$ cat src/hdl/mie_pkg.sv
// shared types and constants for the mips i-type execute block
// operation codes, controller states and the command/status structs
// no dependencies
package mie_pkg;

    // data memory size as address bits (byte addressed)
    localparam int MEM_ADDR_BITS = 16;

    // register file geometry
    localparam int RF_ADDR_BITS = 5;
    localparam int WORD_BITS    = 32;

    // operation codes carried on the action field
    typedef enum logic [4:0] {
        ACT_ADDI  = 5'd0,
        ACT_ADDIU = 5'd1,
        ACT_ANDI  = 5'd2,
        ACT_ORI   = 5'd3,
        ACT_XORI  = 5'd4,
        ACT_SLTI  = 5'd5,
        ACT_SLTIU = 5'd6,
        ACT_BEQ   = 5'd7,
        ACT_BNE   = 5'd8,
        ACT_LB    = 5'd9,
        ACT_LBU   = 5'd10,
        ACT_LH    = 5'd11,
        ACT_LHU   = 5'd12,
        ACT_LW    = 5'd13,
        ACT_LUI   = 5'd14,
        ACT_SB    = 5'd15,
        ACT_SH    = 5'd16,
        ACT_SW    = 5'd17
    } action_t;

    // controller states
    typedef enum logic [2:0] {
        ST_CLEAR,
        ST_IDLE,
        ST_RDREG,
        ST_EXEC,
        ST_MEM_RD,
        ST_MEM_CAP,
        ST_MEM_WR,
        ST_FINISH
    } state_t;

    // controller to datapath
    typedef struct packed {
        logic capture_in;
        logic capture_ops;
        logic exec;
        logic mem_rd;
        logic mem_cap;
        logic mem_wr;
        logic finish;
        logic clear_step;
    } cmd_t;

    // datapath to controller
    typedef struct packed {
        logic clear_done;
        logic is_load;
        logic is_store;
        logic last_byte;
        logic out_free;
    } status_t;

endpackage

$ cat src/hdl/mie_ctrl.sv
// controller state machine for the i-type execute block
// sequences operand read, execute, byte-serial memory access and result hand-off
// depends on mie_pkg
module mie_ctrl
    import mie_pkg::*;
(
    input  logic    clk,
    input  logic    rst_n,
    input  logic    in_valid,
    output logic    in_stall,
    input  status_t status,
    output cmd_t    cmd
);

    state_t state_reg;
    state_t state_next;

    // state register
    always_ff @(posedge clk or negedge rst_n)
    begin
        if (!rst_n)
        begin
            state_reg <= ST_CLEAR;
        end
        else
        begin
            state_reg <= state_next;
        end
    end

    // next state
    always_comb
    begin
        state_next = state_reg;
        unique case (state_reg)
            ST_CLEAR:
            begin
                if (status.clear_done)
                begin
                    state_next = ST_IDLE;
                end
            end
            ST_IDLE:
            begin
                if (in_valid)
                begin
                    state_next = ST_RDREG;
                end
            end
            ST_RDREG:
            begin
                state_next = ST_EXEC;
            end
            ST_EXEC:
            begin
                priority if (status.is_load)
                begin
                    state_next = ST_MEM_RD;
                end
                else if (status.is_store)
                begin
                    state_next = ST_MEM_WR;
                end
                else
                begin
                    state_next = ST_FINISH;
                end
            end
            ST_MEM_RD:
            begin
                state_next = ST_MEM_CAP;
            end
            ST_MEM_CAP:
            begin
                state_next = status.last_byte ? ST_FINISH : ST_MEM_RD;
            end
            ST_MEM_WR:
            begin
                if (status.last_byte)
                begin
                    state_next = ST_FINISH;
                end
            end
            ST_FINISH:
            begin
                if (status.out_free)
                begin
                    state_next = ST_IDLE;
                end
            end
            default:
            begin
                state_next = ST_CLEAR;
            end
        endcase
    end

    // command outputs
    always_comb
    begin
        cmd      = '0;
        in_stall = 1'b1;
        unique case (state_reg)
            ST_CLEAR:
            begin
                cmd.clear_step = 1'b1;
            end
            ST_IDLE:
            begin
                in_stall       = 1'b0;
                cmd.capture_in = in_valid;
            end
            ST_RDREG:
            begin
                cmd.capture_ops = 1'b1;
            end
            ST_EXEC:
            begin
                cmd.exec = 1'b1;
            end
            ST_MEM_RD:
            begin
                cmd.mem_rd = 1'b1;
            end
            ST_MEM_CAP:
            begin
                cmd.mem_cap = 1'b1;
            end
            ST_MEM_WR:
            begin
                cmd.mem_wr = 1'b1;
            end
            ST_FINISH:
            begin
                cmd.finish = status.out_free;
            end
            default:
            begin
                cmd = '0;
            end
        endcase
    end

endmodule

$ cat config.mk
export PLATFORM = sky130hd
export DESIGN_NAME = mie_ctrl
export DESIGN_NICKNAME = d
export VERILOG_FILES = /design/src/hdl/mie_pkg.sv /design/src/hdl/mie_ctrl.sv
export SDC_FILE = /design/constraint.sdc
export NUM_CORES = 1
export LEC_CHECK = 0
export ABC_AREA = 1
export BUFFER_PORTS_ARGS = -buffer_cell sky130_fd_sc_hd__buf_2
export CELL_PAD_IN_SITES_DETAIL_PLACEMENT = 0
export CELL_PAD_IN_SITES_GLOBAL_PLACEMENT = 1
export CORE_AREA = 2 2 39 41
export CTS_BUF_LIST = sky130_fd_sc_hd__clkbuf_16
export DETAILED_ROUTE_END_ITERATION = 10
export DIE_AREA = 0 0 41 43
export GPL_TIMING_DRIVEN = 0
export PLACE_DENSITY_LB_ADDON = 0.1
export RECOVER_POWER = 100
export SETUP_SLACK_MARGIN = 0.02
export SYNTH_ARGS = -nofsm -noshare
export SYNTH_HDL_FRONTEND = slang
export SYNTH_SLANG_ARGS = --single-unit
$ cat constraint.sdc
create_clock -name clk -period 3.45 [get_ports clk]
set_clock_uncertainty 0.15 [all_clocks]
set_input_delay 0.1725 -clock clk [delete_from_list [all_inputs] [get_ports clk]]
set_output_delay 0.1725 -clock clk [all_outputs]
set_load 0.01 [all_outputs]
Word level (Yosys, flattened, before mapping)
Index checks and enable logic that the tools add are counted.
{ "classes": {"muxes": 17, "eq_ne": 11, "reduce_logical": 2} }
{ "op_table": {"columns": ["operator", "count"], "rows": [
  ["$pmux W3 S8", 1],
  ["$eq A3 B3 Y1 const B", 4],
  ["$mux W3", 4],
  ["$mux W1", 10],
  ["$ne A2 B2 Y1 const B", 4],
  ["$eq A3 B2 Y1 const B", 2],
  ["$mux W2", 2],
  ["$reduce_and A4 Y1", 1],
  ["$eq A3 B1 Y1 const B", 1],
  ["$logic_not A3 Y1", 1]
]} }
{ "totals": {"wordCells": 31, "in_bits": 8, "output_inout_bits": 9, "register_bits": 3} }

Longest topological paths before layout
{ "depth": {"depth_word": 3, "mapped_depth": 8, "mapped_depth_nobuf": 7} }

Worst setup path before layout
No wires, ideal clock.
{ "synth_path": {"path_kind": "flip-flop to flip-flop", "startpoint": "register state_reg[1]", "endpoint": "register state_reg[0]", "slack_ns": 2.232, "setup_ns": 0.118, "required_ns": 3.182, "n_path_buf": 1, "stages_incl_launch_ff": 8, "synth_period_minus_slack_ns": 1.218, "t_arrival_ns": 0.950, "path_cell_list": "dfrtp_1 > buf_6 > inv_4 > nand3_4 > o21ai_1 > nor2_2 > nand2_1 > nand2_1"} }
{ "synth_via": {"elab_chain_len": 3, "elab_cells_between_ends": 14, "cone_classes": "11 x eq/ne; 1 x mux; 2 x reduce/logical"} }
{ "synth_rtl": {"columns": ["element", "line", "source"], "rows": [
  ["start, declared", "mie_ctrl.sv:15", "state_t state_reg;"],
  ["start signal, assigned", "mie_ctrl.sv:27", "state_reg <= state_next;"],
  ["$eq A3 B3 Y1 (tied with other cells)", "mie_ctrl.sv:35", "unique case (state_reg)"],
  ["$ne A2 B2 Y1 (no source line)", null, null],
  ["$reduce_and A4 Y1 (no source line)", null, null]
]} }
Several ways; a longest one is shown, not always the timed one.
A chain may end at the register's enable or synchronous reset.

==> results.py <==
metrics = {
    "run_status": {
        "outcome": "completed",
    },
    "global_route": {
        "grt_pass1_vias": 381,
        "antenna_found_initial": 0,
        "gr-usage-all-layers": 0.1255,
        "grt-ovfl-total": 0,
        "grt_max_degree": 11,
        "grt_pass1_wl_um": 1511,
    },
    "synth": {
        "synthDistinctLibCells": 19,
        "syn_nets": 69,
        "synth-seq-area-share": 0.1869,
        "avgSynthCellArea_sq_um": 6.584,
        "synth-seq-cells": 3,
        "syn_area_sq_um": 401.6,
        "yosys_warnings": 0,
        "synth_cells": 61,
    },
    "cts": {
        "cts_setup_buffers": 0,
        "cts_tree": "done",
        "cts-root-buf": "clkbuf_16",
        "path_clk_slew_ps": 30,
        "h-tree-depth": 1,
        "clock_path_buffers": 2,
        "numCtsBuffers": 3,
        "clkLatencyLatePin_ps": 220,
        "cts_sinks": 3,
    },
    "timing": {
        "finalCriticalPeriod_ps": 1886,
        "setup_tns_ps": 0,
        "post-route-period-util": 0.5466,
        "slew_headroom": 0.7121,
        "rsz0062_at_grt": "false",
        "report.final.slew_viol_count": 0,
        "tightest_slew_ps": 431.9,
        "setup_viol_count_final": 0,
        "hold_viol_final": 0,
        "fmax_mhz": 530.3,
    },
    "setup_path": {
        "crit_required_ps": 3130,
        "cpMaxStageDelayCell": "clkbuf_1",
        "r2r-end": "state_reg[0]",
        "critPathBufInv": 3,
        "max_stage_delay_ps": 350,
        "critPathCapture": "cmd[7]",
        "crit_cells": 5,
        "cp.arrival_ps": 1560,
        "critical_path.endpoint_type": "output pin",
        "worstSetupPathType": "register to output pin",
        "setup.worst_path.start_class": "register",
        "r2r_start": "state_reg[1]",
        "rr_worst_depth": 7,
        "cp_max_fo": 9,
        "crit_start": "state_reg[1]",
        "path_cells": "clkbuf_1 > clkinvlp_2 > nand3_1 > nor2_1 > clkbuf_1",
        "critPathTopFamily": "buffers and inverters",
        "regToRegSetupSlack_ps": 1690,
        "path_common_cell": "clkbuf_1",
    },
    "final_layout": {
        "fin_nets": 91,
        "fillCellCount": 166,
        "final_cell_area_sq_um": 538.0,
        "largest_reg_flops": 3,
        "seqCellArea_sq_um": 75.07,
        "multi_input_area_sq_um": 197.7,
        "drive_gt1_frac": 0.3293,
        "syn_to_final_growth_pct": 33.96,
        "layout_common_cells": "nand2_1 (14), buf_2 (12), inv_1 (11), nand3_1 (7), nor2_1 (7)",
        "n_antenna_cell": 0,
        "final_common_cell": "nand2_1",
    },
    "route": {
        "via_per_inst": 4.296,
        "ant_nets": 0,
        "drc": 0,
        "wl_met2_um": 450,
        "vias": 421,
        "wl_met3_um": 34,
        "drt-met1-wl_um": 451,
        "top_layer": "met3",
        "wl_um": 935,
        "drt_first_pass_iters": 3,
        "first_iter_violations": 7,
        "routedWlPerCell_um": 9.541,
    },
    "placement": {
        "io_buffers": 16,
        "place.gp.congestion": 0.6855,
        "hpwl_um": 699.2,
        "place_area_sq_um": 501.7,
    },
    "floorplanning": {
        "die_area_sq_um": 1763,
        "start_util": 0.2902,
        "core_sq_um": 1384,
        "die_w_um": 41,
        "fp.dieH_um": 43,
        "rows": 14,
        "pin_count": 17,
    },
    "flow_run": {
        "cap_viol_max_count": 0,
    },
    "pwr": {
        "power_mw": 0.5614,
        "vdd_drop_max_v": 0.0002828,
        "power_density_nw_per_um2": 1043,
        "p_leak_nw": 0.3318,
    },
    "worst_hold_path": {
        "min_path_type": "input port to async pin",
    },
}
==> final cells by class <==
| type | count | share of cell area |
|---|---|---|
| multi-input combinational | 41 | 0.3674 |
| timing repair buffer | 17 | 0.1581 |
| sequential | 3 | 0.1395 |
| clock buffer | 3 | 0.1395 |
| inverter | 14 | 0.1023 |
| buffer | 3 | 0.04884 |
| tap | 16 | 0.03721 |
| clock inverter | 1 | 0.006977 |
==> cells in the mapped netlist <==
master / instances / area (sq um)
nand2_1: 14 / 52.55
inv_1: 10 / 37.54
nor2_1: 6 / 22.52
nand3_1: 4 / 20.02
nor2_2: 4 / 25.02
buf_6: 3 / 33.78
dfrtp_1: 3 / 75.07
nand4_1: 3 / 18.77
inv_4: 2 / 12.51
nand3_2: 2 / 20.02
nand3_4: 2 / 35.03
clkinv_1: 1 / 3.750
inv_2: 1 / 3.750
nor2_4: 1 / 11.26
nor3_1: 1 / 5.000
o21ai_0: 1 / 5.000
o21ai_1: 1 / 5.000
o21ai_2: 1 / 8.760
or2_2: 1 / 6.260
==> per-layer routing <==
metal	track usage	vias up
met3	0.01571	0
met4	0.06000	0
met1	0.1833	185
li1	-	227
met2	0.1750	9
met5	0	-
==> timing repair <==
| action | CTS | global route |
|---|---|---|
| hold buffers | 1 | 0 |
| endpoints found under the hold margin | 3 | 0 |
| resized for setup | 0 | 0 |
==> worst min path at each step <==
stage / endpoint / slack (ps)
after floorplan: state_reg[0] / -270
after global placement: state_reg[1] / -180
after detailed placement: state_reg[1] / -180
after CTS: state_reg[1] / 120
after global routing: state_reg[1] / 160
final: state_reg[1] / 130
==> through the flow <==
stage	hold WS (ps)	util	instances	worst slack, ps
5_1_grt	164.3	0.3888	98	1442
3_5_place_dp	-182.2	0.3626	93	2179
6_report	133.8	0.3888	98	1564
2_1_floorplan	-273.1	-	61	2232
3_3_place_gp	-182.4	0.3626	93	2163
4_1_cts	124.3	0.4268	98	1997
==> worst register-to-register path, stage by stage (launching register included) <==
cell        delay (ps)
dfrtp_1            310
clkbuf_1           350
clkinvlp_2         290
nand3_1            210
o21ai_0            130
nor2_2             130
nand2_1             70
nand2_1             50
==> report_power, final <==
part | switching [mW] | internal (mW)
registers | 0.00627 | 0.0555
clock network | 0.0295 | 0.149
logic | 0.205 | 0.116
==> kinds of logic (layout without fill, tap and decap cells) <==
logic type	count (synthesis)	count (layout)	synth area share
and+or+nand+nor	38	38	0.5389
buffers and inverters	17	38	0.2274
DFF	3	3	0.1869
AOI/OAI and AO/OA	3	3	0.04671
No activity file was read; power rests on OpenSTA's default activity.
